## src/sv/rps_pkg.sv

```systemverilog
// rps_pkg: shared constants and control types for the ray point sampler
// no dependencies; used by the channel interfaces, the divider and the top level
package rps_pkg;

   localparam int DEFAULT_COORD_WIDTH = 20;
   localparam int DEFAULT_MAX_SAMPLES = 64;

   localparam int STEP_WIDTH = 19;
   localparam logic [STEP_WIDTH-1:0] STEP_RESET = 19'd51;

   localparam int FRAC_BITS = 16;
   // per-axis step magnitude is at most sample_step * 2^FRAC_BITS
   localparam int QUO_WIDTH = STEP_WIDTH + FRAC_BITS;

   localparam int INDEX_WIDTH = 6;
   localparam int CNT_WIDTH = 7;
   localparam int DIV_CNT_WIDTH = 6;

   typedef struct packed {
      logic                     start;
      logic [DIV_CNT_WIDTH-1:0] steps;
   } div_ctrl_type;

   typedef struct packed {
      logic busy;
      logic done;
   } div_stat_type;

endpackage

```

## src/sv/rps_req_if.sv

```systemverilog
// rps_req_if: input channel of the ray point sampler, one 3d point per transaction
// depends on rps_pkg
interface rps_req_if #(
   parameter int COORD_WIDTH = rps_pkg::DEFAULT_COORD_WIDTH
);
   logic                          valid;
   logic                          ready;
   logic signed [COORD_WIDTH-1:0] point_x;
   logic signed [COORD_WIDTH-1:0] point_y;
   logic signed [COORD_WIDTH-1:0] point_z;

   modport source (output valid, output point_x, output point_y, output point_z,
                   input ready);
   modport sink (input valid, input point_x, input point_y, input point_z,
                 output ready);
endinterface

```

## src/sv/rps_rsp_if.sv

```systemverilog
// rps_rsp_if: result channel of the ray point sampler, one ray sample per transaction
// depends on rps_pkg
interface rps_rsp_if #(
   parameter int COORD_WIDTH = rps_pkg::DEFAULT_COORD_WIDTH
);
   logic                               valid;
   logic                               ready;
   logic signed [COORD_WIDTH-1:0]      sample_x;
   logic signed [COORD_WIDTH-1:0]      sample_y;
   logic signed [COORD_WIDTH-1:0]      sample_z;
   logic [rps_pkg::INDEX_WIDTH-1:0]    sample_index;
   logic                               last_sample;
   logic                               count_saturated;

   modport source (output valid, output sample_x, output sample_y, output sample_z,
                   output sample_index, output last_sample, output count_saturated,
                   input ready);
   modport sink (input valid, input sample_x, input sample_y, input sample_z,
                 input sample_index, input last_sample, input count_saturated,
                 output ready);
endinterface

```

## src/sv/rps_div.sv

```systemverilog
// rps_div: shared restoring divider, one quotient bit per cycle
// depends on rps_pkg; the caller preloads the partial remainder and dividend bits
module rps_div #(
   parameter int DIVISOR_WIDTH = rps_pkg::STEP_WIDTH
) (
   input  logic                           clock,
   input  logic                           reset,
   input  rps_pkg::div_ctrl_type          ctrl,
   input  logic [DIVISOR_WIDTH-1:0]       rem_init,
   input  logic [rps_pkg::QUO_WIDTH-1:0]  quo_init,
   input  logic [DIVISOR_WIDTH-1:0]       divisor,
   output rps_pkg::div_stat_type          stat,
   output logic [rps_pkg::QUO_WIDTH-1:0]  quotient
);

   localparam int QW = rps_pkg::QUO_WIDTH;

   logic [DIVISOR_WIDTH-1:0]          rem_ff, rem_in;
   logic [QW-1:0]                     quo_ff, quo_in;
   logic [DIVISOR_WIDTH-1:0]          dvs_ff, dvs_in;
   logic [rps_pkg::DIV_CNT_WIDTH-1:0] cnt_ff, cnt_in;
   logic                              busy_ff, busy_in;
   logic                              done_ff, done_in;

   logic [DIVISOR_WIDTH:0]            trial;
   logic                              fits;

   // shift the next dividend bit into the partial remainder
   assign trial = {rem_ff, quo_ff[QW-1]};
   assign fits  = trial >= {1'b0, dvs_ff};

   always_comb begin
      rem_in  = rem_ff;
      quo_in  = quo_ff;
      dvs_in  = dvs_ff;
      cnt_in  = cnt_ff;
      busy_in = busy_ff;
      done_in = 1'b0;
      if (ctrl.start) begin
         rem_in  = rem_init;
         quo_in  = quo_init;
         dvs_in  = divisor;
         cnt_in  = ctrl.steps;
         busy_in = 1'b1;
      end else if (busy_ff) begin
         rem_in = fits ? DIVISOR_WIDTH'(trial - {1'b0, dvs_ff})
                       : trial[DIVISOR_WIDTH-1:0];
         quo_in = {quo_ff[QW-2:0], fits};
         cnt_in = cnt_ff - 1'b1;
         if (cnt_ff == rps_pkg::DIV_CNT_WIDTH'(1)) begin
            busy_in = 1'b0;
            done_in = 1'b1;
         end
      end
   end

   always_ff @(posedge clock) begin
      rem_ff <= rem_in;
      quo_ff <= quo_in;
      dvs_ff <= dvs_in;
      cnt_ff <= cnt_in;
      if (reset) begin
         busy_ff <= 1'b0;
         done_ff <= 1'b0;
      end else begin
         busy_ff <= busy_in;
         done_ff <= done_in;
      end
   end

   assign stat.busy = busy_ff;
   assign stat.done = done_ff;
   assign quotient  = quo_ff;

endmodule

```

## src/sv/ray_point_sampler.sv

```systemverilog
// ray_point_sampler: top level; samples the ray from a point back to the origin
// depends on rps_pkg, rps_req_if, rps_rsp_if and rps_div
//
// One point is taken at a time; req_ch.ready is low from acceptance until the point's
// last sample has gone into the output register. Set-up is squaring of the three
// coordinates on the shared multiplier, a bit-serial square root, the sample count on
// the shared divider, then per axis a multiply and a division for the step with 16
// fraction bits. The first sample is loaded once set-up is done and the output register
// is free, and the rest follow at one per cycle while rsp_ch.ready is high, and the last
// one may still wait in the output register while the next point is taken. A point
// shorter than one sample_step gives no transaction at all and frees the input once the
// sample count is known (straight after the square root with a zero sample_step).
module ray_point_sampler #(
   parameter int MAX_SAMPLES = rps_pkg::DEFAULT_MAX_SAMPLES,
   parameter int COORD_WIDTH = rps_pkg::DEFAULT_COORD_WIDTH
) (
   input  logic                             clock,
   input  logic                             reset,
   input  logic                             csr_write_en,
   input  logic [rps_pkg::STEP_WIDTH-1:0]   csr_write_data,
   rps_req_if.sink                          req_ch,
   rps_rsp_if.source                        rsp_ch
);

   localparam int CW   = COORD_WIDTH;
   localparam int SWD  = rps_pkg::STEP_WIDTH;
   localparam int FB   = rps_pkg::FRAC_BITS;
   localparam int QW   = rps_pkg::QUO_WIDTH;
   localparam int CNTW = rps_pkg::CNT_WIDTH;
   localparam int DCW  = rps_pkg::DIV_CNT_WIDTH;
   localparam int VW   = (CW > SWD) ? CW : SWD;
   localparam int PW   = CW + VW;
   localparam int SUMW = 2 * CW;
   localparam int EW   = VW + SWD;
   localparam int AW   = ((CW + FB > QW) ? CW + FB : QW) + 1;

   localparam logic [2:0] S_IDLE     = 3'd0;
   localparam logic [2:0] S_SQR      = 3'd1;
   localparam logic [2:0] S_SQRT     = 3'd2;
   localparam logic [2:0] S_CNT_GO   = 3'd3;
   localparam logic [2:0] S_CNT_WAIT = 3'd4;
   localparam logic [2:0] S_AMUL     = 3'd5;
   localparam logic [2:0] S_ADIV     = 3'd6;
   localparam logic [2:0] S_EMIT     = 3'd7;

   logic [2:0]              state_ff, state_in;
   logic [1:0]              axis_ff, axis_in;
   logic [DCW-1:0]          iter_ff, iter_in;
   logic [SWD-1:0]          step_ff;
   logic signed [CW-1:0]    pt_ff [3];
   logic signed [CW-1:0]    pt_in [3];
   logic signed [AW-1:0]    acc_ff [3];
   logic signed [AW-1:0]    acc_in [3];
   logic signed [AW-1:0]    d_ff [3];
   logic signed [AW-1:0]    d_in [3];
   logic [SUMW-1:0]         sum_ff, sum_in;
   logic [CW:0]             rem_ff, rem_in;
   logic [CW-1:0]           root_ff, root_in;
   logic [CNTW-1:0]         count_ff, count_in;
   logic                    sat_ff, sat_in;
   logic [CNTW-1:0]         k_ff, k_in;

   logic                    rsp_valid_ff, rsp_valid_in;
   logic signed [CW-1:0]    out_x_ff, out_y_ff, out_z_ff;
   logic signed [CW-1:0]    out_x_in, out_y_in, out_z_in;
   logic [rps_pkg::INDEX_WIDTH-1:0] out_idx_ff, out_idx_in;
   logic                    out_last_ff, out_last_in;
   logic                    out_sat_ff, out_sat_in;

   logic signed [CW-1:0]    pt_sel;
   logic                    neg_sel;
   logic [CW-1:0]           mag_sel;
   logic [VW-1:0]           mul_b;
   logic [PW-1:0]           mul_p;
   logic [EW-1:0]           a_ext;
   logic [CW+2:0]           sq_rem;
   logic [CW+2:0]           sq_trial;
   logic                    sq_fits;
   logic [CW+2:0]           sq_diff;
   logic [CW-1:0]           cnt_full;
   logic                    cnt_sat;
   logic signed [AW-1:0]    q_ext;
   logic                    emit_load;
   logic                    is_last;

   rps_pkg::div_ctrl_type   div_ctrl;
   rps_pkg::div_stat_type   div_stat;
   logic [VW-1:0]           div_rem_init;
   logic [QW-1:0]           div_quo_init;
   logic [VW-1:0]           div_divisor;
   logic [QW-1:0]           div_quo;

   // shared multiplier: squares of the coordinates, then |coord| * sample_step
   assign pt_sel  = pt_ff[axis_ff];
   assign neg_sel = pt_sel[CW-1];
   assign mag_sel = neg_sel ? (~$unsigned(pt_sel) + 1'b1) : $unsigned(pt_sel);
   assign mul_b   = (state_ff == S_SQR) ? VW'(mag_sel) : VW'(step_ff);
   assign mul_p   = PW'(mag_sel) * PW'(mul_b);
   assign a_ext   = EW'(mul_p);

   // square root, two radicand bits a cycle
   assign sq_rem   = {rem_ff, sum_ff[SUMW-1 -: 2]};
   assign sq_trial = (CW + 3)'({root_ff, 2'b01});
   assign sq_fits  = sq_rem >= sq_trial;
   assign sq_diff  = sq_rem - sq_trial;

   assign cnt_full = div_quo[CW-1:0];
   assign cnt_sat  = cnt_full > CW'(MAX_SAMPLES);
   assign q_ext    = $signed(AW'(div_quo));

   assign emit_load = (state_ff == S_EMIT) && (!rsp_valid_ff || rsp_ch.ready);
   assign is_last   = k_ff == (count_ff - 1'b1);

   // divider operands: sample count first, then one axis step at a time
   always_comb begin
      div_ctrl = '0;
      if (state_ff == S_CNT_GO && step_ff != '0) begin
         div_ctrl.start = 1'b1;
         div_ctrl.steps = DCW'(CW);
      end else if (state_ff == S_AMUL) begin
         div_ctrl.start = 1'b1;
         div_ctrl.steps = DCW'(QW);
      end
      if (state_ff == S_AMUL) begin
         div_rem_init = a_ext[SWD +: VW];
         div_quo_init = {a_ext[SWD-1:0], FB'(0)};
         div_divisor  = VW'(root_ff);
      end else begin
         div_rem_init = '0;
         div_quo_init = {root_ff, (QW - CW)'(0)};
         div_divisor  = VW'(step_ff);
      end
   end

   rps_div #(
      .DIVISOR_WIDTH (VW)
   ) u_div (
      .clock    (clock),
      .reset    (reset),
      .ctrl     (div_ctrl),
      .rem_init (div_rem_init),
      .quo_init (div_quo_init),
      .divisor  (div_divisor),
      .stat     (div_stat),
      .quotient (div_quo)
   );

   always_comb begin
      state_in    = state_ff;
      axis_in     = axis_ff;
      iter_in     = iter_ff;
      pt_in       = pt_ff;
      acc_in      = acc_ff;
      d_in        = d_ff;
      sum_in      = sum_ff;
      rem_in      = rem_ff;
      root_in     = root_ff;
      count_in    = count_ff;
      sat_in      = sat_ff;
      k_in        = k_ff;
      out_x_in    = out_x_ff;
      out_y_in    = out_y_ff;
      out_z_in    = out_z_ff;
      out_idx_in  = out_idx_ff;
      out_last_in = out_last_ff;
      out_sat_in  = out_sat_ff;
      case (state_ff)
         S_IDLE: begin
            if (req_ch.valid) begin
               pt_in[0] = req_ch.point_x;
               pt_in[1] = req_ch.point_y;
               pt_in[2] = req_ch.point_z;
               acc_in[0] = AW'(req_ch.point_x) <<< FB;
               acc_in[1] = AW'(req_ch.point_y) <<< FB;
               acc_in[2] = AW'(req_ch.point_z) <<< FB;
               sum_in   = '0;
               axis_in  = 2'd0;
               state_in = S_SQR;
            end
         end
         S_SQR: begin
            sum_in = sum_ff + mul_p[SUMW-1:0];
            if (axis_ff == 2'd2) begin
               axis_in  = 2'd0;
               rem_in   = '0;
               root_in  = '0;
               iter_in  = DCW'(CW - 1);
               state_in = S_SQRT;
            end else begin
               axis_in = axis_ff + 1'b1;
            end
         end
         S_SQRT: begin
            rem_in  = sq_fits ? sq_diff[CW:0] : sq_rem[CW:0];
            root_in = {root_ff[CW-2:0], sq_fits};
            sum_in  = sum_ff << 2;
            if (iter_ff == '0) begin
               state_in = S_CNT_GO;
            end else begin
               iter_in = iter_ff - 1'b1;
            end
         end
         S_CNT_GO: begin
            // zero step gives no samples
            state_in = (step_ff == '0) ? S_IDLE : S_CNT_WAIT;
         end
         S_CNT_WAIT: begin
            if (div_stat.done) begin
               if (cnt_full == '0) begin
                  state_in = S_IDLE;
               end else begin
                  count_in = cnt_sat ? CNTW'(MAX_SAMPLES) : cnt_full[CNTW-1:0];
                  sat_in   = cnt_sat;
                  axis_in  = 2'd0;
                  state_in = S_AMUL;
               end
            end
         end
         S_AMUL: begin
            state_in = S_ADIV;
         end
         S_ADIV: begin
            if (div_stat.done) begin
               // step points back toward the origin
               d_in[axis_ff] = neg_sel ? q_ext : -q_ext;
               if (axis_ff == 2'd2) begin
                  k_in     = '0;
                  state_in = S_EMIT;
               end else begin
                  axis_in  = axis_ff + 1'b1;
                  state_in = S_AMUL;
               end
            end
         end
         S_EMIT: begin
            if (emit_load) begin
               // arithmetic shift of the accumulator is the floor
               out_x_in    = acc_ff[0][FB +: CW];
               out_y_in    = acc_ff[1][FB +: CW];
               out_z_in    = acc_ff[2][FB +: CW];
               out_idx_in  = k_ff[rps_pkg::INDEX_WIDTH-1:0];
               out_last_in = is_last;
               out_sat_in  = sat_ff;
               for (int i = 0; i < 3; i++) begin
                  acc_in[i] = acc_ff[i] + d_ff[i];
               end
               k_in = k_ff + 1'b1;
               if (is_last) begin
                  state_in = S_IDLE;
               end
            end
         end
         default: begin
            state_in = S_IDLE;
         end
      endcase
   end

   always_comb begin
      if (emit_load) begin
         rsp_valid_in = 1'b1;
      end else if (rsp_ch.ready) begin
         rsp_valid_in = 1'b0;
      end else begin
         rsp_valid_in = rsp_valid_ff;
      end
   end

   always_ff @(posedge clock) begin
      axis_ff     <= axis_in;
      iter_ff     <= iter_in;
      pt_ff       <= pt_in;
      acc_ff      <= acc_in;
      d_ff        <= d_in;
      sum_ff      <= sum_in;
      rem_ff      <= rem_in;
      root_ff     <= root_in;
      count_ff    <= count_in;
      sat_ff      <= sat_in;
      k_ff        <= k_in;
      out_x_ff    <= out_x_in;
      out_y_ff    <= out_y_in;
      out_z_ff    <= out_z_in;
      out_idx_ff  <= out_idx_in;
      out_last_ff <= out_last_in;
      out_sat_ff  <= out_sat_in;
      if (reset) begin
         state_ff     <= S_IDLE;
         rsp_valid_ff <= 1'b0;
         step_ff      <= rps_pkg::STEP_RESET;
      end else begin
         state_ff     <= state_in;
         rsp_valid_ff <= rsp_valid_in;
         if (csr_write_en) begin
            step_ff <= csr_write_data;
         end
      end
   end

   assign req_ch.ready           = state_ff == S_IDLE;
   assign rsp_ch.valid           = rsp_valid_ff;
   assign rsp_ch.sample_x        = out_x_ff;
   assign rsp_ch.sample_y        = out_y_ff;
   assign rsp_ch.sample_z        = out_z_ff;
   assign rsp_ch.sample_index    = out_idx_ff;
   assign rsp_ch.last_sample     = out_last_ff;
   assign rsp_ch.count_saturated = out_sat_ff;

   // divider is never restarted mid-division
   assert property (@(posedge clock) disable iff (reset)
      div_ctrl.start |-> !div_stat.busy)
      else $error("divider started while busy");

   // accepting a point drops req_ch.ready
   assert property (@(posedge clock) disable iff (reset)
      req_ch.valid && req_ch.ready |=> !req_ch.ready)
      else $error("input still ready after accepting a point");

   // sample counter never runs past the clipped count
   assert property (@(posedge clock) disable iff (reset)
      state_ff == S_EMIT |-> k_ff < count_ff)
      else $error("sample index beyond sample count");

   // a loaded sample is offered on the next cycle
   assert property (@(posedge clock) disable iff (reset)
      emit_load |=> rsp_valid_ff)
      else $error("loaded sample not presented");

endmodule
```

## src/flat_wrapper.sv

```systemverilog
// flat-port wrapper written by rule: the top's interface ports become plain ports
module ray_point_sampler_flat 
#(
   parameter int MAX_SAMPLES = rps_pkg::DEFAULT_MAX_SAMPLES,
   parameter int COORD_WIDTH = rps_pkg::DEFAULT_COORD_WIDTH
)
  (clock, reset, csr_write_en, csr_write_data, req_ch_valid, req_ch_point_x, req_ch_point_y, req_ch_point_z, req_ch_ready, rsp_ch_valid, rsp_ch_sample_x, rsp_ch_sample_y, rsp_ch_sample_z, rsp_ch_sample_index, rsp_ch_last_sample, rsp_ch_count_saturated, rsp_ch_ready);
  rps_req_if #(.COORD_WIDTH(COORD_WIDTH)) req_ch_i ();
  rps_rsp_if #(.COORD_WIDTH(COORD_WIDTH)) rsp_ch_i ();
  input  logic clock;
  input  logic reset;
  input  logic csr_write_en;
  input  logic [rps_pkg::STEP_WIDTH-1:0] csr_write_data;
  input wire logic [$bits(req_ch_i.valid)-1:0] req_ch_valid;
  input wire logic [$bits(req_ch_i.point_x)-1:0] req_ch_point_x;
  input wire logic [$bits(req_ch_i.point_y)-1:0] req_ch_point_y;
  input wire logic [$bits(req_ch_i.point_z)-1:0] req_ch_point_z;
  output wire logic [$bits(req_ch_i.ready)-1:0] req_ch_ready;
  output wire logic [$bits(rsp_ch_i.valid)-1:0] rsp_ch_valid;
  output wire logic [$bits(rsp_ch_i.sample_x)-1:0] rsp_ch_sample_x;
  output wire logic [$bits(rsp_ch_i.sample_y)-1:0] rsp_ch_sample_y;
  output wire logic [$bits(rsp_ch_i.sample_z)-1:0] rsp_ch_sample_z;
  output wire logic [$bits(rsp_ch_i.sample_index)-1:0] rsp_ch_sample_index;
  output wire logic [$bits(rsp_ch_i.last_sample)-1:0] rsp_ch_last_sample;
  output wire logic [$bits(rsp_ch_i.count_saturated)-1:0] rsp_ch_count_saturated;
  input wire logic [$bits(rsp_ch_i.ready)-1:0] rsp_ch_ready;
  assign req_ch_i.valid = req_ch_valid;
  assign req_ch_i.point_x = req_ch_point_x;
  assign req_ch_i.point_y = req_ch_point_y;
  assign req_ch_i.point_z = req_ch_point_z;
  assign req_ch_ready = req_ch_i.ready;
  assign rsp_ch_valid = rsp_ch_i.valid;
  assign rsp_ch_sample_x = rsp_ch_i.sample_x;
  assign rsp_ch_sample_y = rsp_ch_i.sample_y;
  assign rsp_ch_sample_z = rsp_ch_i.sample_z;
  assign rsp_ch_sample_index = rsp_ch_i.sample_index;
  assign rsp_ch_last_sample = rsp_ch_i.last_sample;
  assign rsp_ch_count_saturated = rsp_ch_i.count_saturated;
  assign rsp_ch_i.ready = rsp_ch_ready;
  ray_point_sampler #(.MAX_SAMPLES(MAX_SAMPLES), .COORD_WIDTH(COORD_WIDTH)) u_core (.clock(clock), .reset(reset), .csr_write_en(csr_write_en), .csr_write_data(csr_write_data), .req_ch(req_ch_i), .rsp_ch(rsp_ch_i));
endmodule
```

## config.mk

```make
export PLATFORM = sky130hd
export DESIGN_NAME = ray_point_sampler_flat
export DESIGN_NICKNAME = d
export VERILOG_FILES = /design/src/sv/rps_pkg.sv /design/src/sv/rps_req_if.sv /design/src/sv/rps_rsp_if.sv /design/src/sv/rps_div.sv /design/src/sv/ray_point_sampler.sv /design/src/flat_wrapper.sv
export SDC_FILE = /design/constraint.sdc
export NUM_CORES = 2
export LEC_CHECK = 0
export CAP_MARGIN = 20
export CORE_MARGIN = 4
export CORE_UTILIZATION = 58
export DETAILED_ROUTE_END_ITERATION = 6
export DONT_BUFFER_PORTS = 1
export PLACE_DENSITY = 0.86
export SLEW_MARGIN = 10
export SYNTH_ARGS = -nofsm -noshare
export SYNTH_HDL_FRONTEND = slang
export SYNTH_SLANG_ARGS = --single-unit
```

## constraint.sdc

```tcl
create_clock -name clock -period 23.2 [get_ports clock]
set_clock_uncertainty 0.05 [all_clocks]
set_input_delay 2.32 -clock clock [delete_from_list [all_inputs] [get_ports clock]]
set_output_delay 2.32 -clock clock [all_outputs]
set_load 0.01 [all_outputs]
```

==> impl_metrics.xml <==
<?xml version="1.0" encoding="UTF-8"?>
<metrics>
  <group name="worst_setup_path">
    <metric name="cpMostUsedCell" unit="">fa_1</metric>
    <metric name="crit_path_start_kind" unit="">register</metric>
    <metric name="critPathMaxFanout" unit="">22</metric>
    <metric name="crit_path_category" unit="">register to register</metric>
    <metric name="critical_path.endpoint_type" unit="">register</metric>
    <metric name="cpLargestDelayFamily" unit="">adder cells</metric>
    <metric name="worst_path_max_delay_cell" unit="">o41ai_1</metric>
    <metric name="worst_ep_arrival_time" unit="ns">13.13</metric>
    <metric name="critical-path-max-stage-delay" unit="ns">0.85</metric>
    <metric name="critPathBufInv" unit="">5</metric>
    <metric name="data_required_time_of_the_worst_path" unit="ns">23.50</metric>
  </group>
  <group name="timing">
    <metric name="timing.slew.headroom" unit="">0.217</metric>
    <metric name="timing.final.setup_violations" unit="">0</metric>
    <metric name="post_route_fraction_of_the_period_consumed_by_the_critical_path" unit="">0.553</metric>
    <metric name="unrepaired_setup_endpoints_after_global_routing" unit="">no</metric>
    <metric name="timing.fmax" unit="MHz">78.0</metric>
    <metric name="finalHoldWorstSlack" unit="ns">0.379</metric>
    <metric name="post-route-min-period" unit="ns">12.83</metric>
    <metric name="fin_setup_tns" unit="ns">0</metric>
    <metric name="timing_hold_violations_final" unit="">0</metric>
    <metric name="slew_at_the_pin_closest_to_its_max_slew_limit" unit="ns">1.17</metric>
    <metric name="final_report_max_slew_violation_count" unit="">0</metric>
  </group>
  <group name="die">
    <metric name="boundaryPins" unit="">154</metric>
    <metric name="core_area" unit="mm²">0.0746</metric>
    <metric name="floorplan_die_area" unit="mm²">0.0798</metric>
    <metric name="chip_width" unit="µm">282</metric>
    <metric name="vertical_die_dimension" unit="µm">282</metric>
    <metric name="initial_cell_density_of_the_core" unit="">0.586</metric>
    <metric name="rows" unit="">100</metric>
  </group>
  <group name="layout">
    <metric name="sequential_cell_area" unit="mm²">0.0164</metric>
    <metric name="final_layout_size_suffix_gt1_frac" unit="">0.0484</metric>
    <metric name="multiInputGateArea" unit="mm²">0.0252</metric>
    <metric name="nNetsFinal" unit="">5006</metric>
    <metric name="fillers" unit="">5531</metric>
    <metric name="syn_to_final_growth" unit="%">7.55</metric>
  </group>
  <group name="global_route">
    <metric name="grt_max_degree" unit="">70</metric>
    <metric name="grt_antenna_before_repair" unit="">2</metric>
    <metric name="number_of_global_route_vias_before_repair" unit="">32858</metric>
    <metric name="grt_usage" unit="">0.292</metric>
    <metric name="gr-total-overflow" unit="">0</metric>
    <metric name="grt_first_pass_wirelength" unit="µm">182000</metric>
  </group>
  <group name="synthesis">
    <metric name="ys.flop_type" unit="">edfxtp_1</metric>
    <metric name="synthArstFlopShare" unit="">0</metric>
    <metric name="yosysTopAreaCellShare" unit="">0.364</metric>
    <metric name="yosys_warnings" unit="">0</metric>
    <metric name="netlist.top_cell.by_area" unit="">edfxtp_1</metric>
    <metric name="synth.yosys.seq_area_share" unit="">0.375</metric>
    <metric name="postSynthAreaPerCell" unit="µm²">10.2</metric>
    <metric name="postSynthCellCount" unit="">4293</metric>
    <metric name="ys_seq_elements" unit="">554</metric>
    <metric name="synthDistinctLibCells" unit="">92</metric>
    <metric name="post_synth_edffs" unit="">529</metric>
    <metric name="netlist_top_cells_area" unit="">edfxtp_1, fa_1, ha_1, nand2_1, inv_1</metric>
    <metric name="post_synth_instance_area" unit="mm²">0.0437</metric>
  </group>
  <group name="flow_run">
    <metric name="cap_viol_max_count" unit="">0</metric>
  </group>
  <group name="clocking">
    <metric name="h_tree_lvls" unit="">2</metric>
    <metric name="clock_sinks" unit="">554</metric>
    <metric name="total_cts_buffers" unit="">58</metric>
    <metric name="clk_latency" unit="ns">0.65</metric>
    <metric name="postCtsResizedCells" unit="">0</metric>
    <metric name="tritoncts_clock_tree" unit="">yes</metric>
    <metric name="max-clock-path-buffers" unit="">3</metric>
    <metric name="cts-hold-fix-buffers" unit="">0</metric>
    <metric name="cts_setup_buffers" unit="">0</metric>
    <metric name="path_clk_slew" unit="ns">0.07</metric>
    <metric name="cts.root.buffer_cell" unit="">clkbuf_16</metric>
  </group>
  <group name="placement">
    <metric name="dp_hpwl" unit="µm">87700</metric>
    <metric name="gp_weighted_congestion" unit="">0.978</metric>
    <metric name="place.port_buffers" unit="">0</metric>
  </group>
  <group name="detailed_routing">
    <metric name="drt_iter0_drc" unit="">3266</metric>
    <metric name="wirelength" unit="µm">117000</metric>
    <metric name="drc_errors" unit="">1</metric>
    <metric name="num_vias" unit="">32940</metric>
    <metric name="dr.pass1.iters" unit="">7</metric>
    <metric name="routed_via_density" unit="">6.25</metric>
    <metric name="route.detailed.wl_per_inst" unit="µm">22.2</metric>
    <metric name="drtAntennaViolNets" unit="">0</metric>
  </group>
  <group name="outcome">
    <metric name="failed_checks" unit="">design-rule violations</metric>
    <metric name="status" unit="">finished, violations left</metric>
  </group>
  <group name="hold_path">
    <metric name="hold_path_class" unit="">register to register</metric>
  </group>
</metrics>
[per-layer routing]
metal  vias to the layer above  routed length (µm)  GRT usage
li1                      14716                   -          -
met4                         2                6440      0.137
met5                         -                   8          0
met2                      1879               54200      0.477
met1                     15926               43300      0.373
met3                       417               13100     0.0678
[stage by stage]
stage | util | setup WS (ns) | std cells | instance area, µm²
after floorplan | - | 12.46 | 4300 | 43700
after global placement | 0.601 | 11.02 | 5158 | 44800
after detailed placement | 0.601 | 10.63 | 5158 | 44800
after CTS | 0.630 | 10.56 | 5267 | 47000
after global routing | 0.630 | 9.71 | 5270 | 47000
final | 0.630 | 10.37 | 5271 | 47000
[flip-flops by register name, summed over array words and instances, names as in the netlist, 20 cells and up]
signal	flops
u_core.rsp_ch.sample_x	20
u_core.root_ff	20
u_core.pt_ff	60
u_core.u_div.quotient	35
u_core.u_div.rem_ff	20
u_core.rsp_ch.sample_z	20
u_core.rem_ff	21
u_core.u_div.dvs_ff	20
u_core.sum_ff	40
u_core.acc_ff	108
u_core.rsp_ch.sample_y	20
u_core.d_ff	108
[final timing paths]
kind                          start                            end  slack, ns  cells after the start
hold / removal        u_core.sat_ff  u_core.rsp_ch.count_saturated       0.38                      0
setup reg to reg  u_core.axis_ff[0]              u_core.sum_ff[39]      10.37                     41
hold reg to reg       u_core.sat_ff  u_core.rsp_ch.count_saturated       0.38                      0
setup / recovery  u_core.axis_ff[0]              u_core.sum_ff[39]      10.37                     41
[final cells by class]
class,instances,area share
clock inverter,40,0.0136
inverter,435,0.0348
timing repair buffer,49,0.00783
antenna,3,0.000160
tap,969,0.0258
multi-input combinational,3152,0.536
clock buffer,69,0.0329
sequential,554,0.349
[cell usage after synthesis, types with 7 or more instances]
master and number:
xnor2_1 163, o2bb2ai_1 12, nand4_1 25, nor4_1 17, a22oi_1 16, and3_1 29, nand3_1 49, buf_2 18
inv_1 435, clkbuf_1 124, a31oi_1 28, a211o_1 10, ha_1 347, nor2_1 433, xor2_1 109, or3_1 13
o211ai_1 9, nor4b_1 7, nor3b_1 10, a21oi_1 235, o31ai_1 15, fa_1 325, a21boi_0 8, nor3_1 40
a211oi_1 13, nor2b_1 40, or2_2 16, o21a_1 27, nand2b_1 37, o21bai_1 35, o21ai_0 235, and2_1 59
mux2i_1 58, o21ai_1 11, nand2_1 465, dfxtp_1 25, a21o_1 130, edfxtp_1 529, buf_1 15
[cells by family (layout without fill, tap and decap cells)]
family / count (synthesis) / count (layout) / synth area share
other cells: 2 / 12 / 0.000172
fa+ha+maj: 672 / 672 / 0.248
xor+xnor: 273 / 273 / 0.0549
compound gates: 878 / 878 / 0.128
simple gates: 1261 / 1261 / 0.128
flops: 554 / 554 / 0.375
buf+inv: 594 / 593 / 0.0518
mux: 59 / 59 / 0.0135
[cell usage in the layout, fill, tap and decap left out, types with 14 or more instances in the layout]
cell and n:
or2_2 15, nand4_1 25, and3_1 26, nor4_1 17, nor2_1 431, xor2_1 108
edfxtp_1 529, mux2i_1 58, o21ai_0 234, nand2_1 465, o31ai_1 15, a31oi_1 28
a21oi_1 232, a21o_1 130, dfxtp_1 25, nand2b_1 37, nand3_1 48, and2_1 57
nor3_1 40, clkbuf_16 59, nor2b_1 40, o21a_1 27, buf_4 49, bufinv_16 14
fa_1 325, a22oi_1 16, xnor2_1 158, inv_1 435, ha_1 347, o21bai_1 35
Power is left out: the tool's default activity adds up to more than one toggle a clock period on the data nets, which glitch-free logic cannot reach.
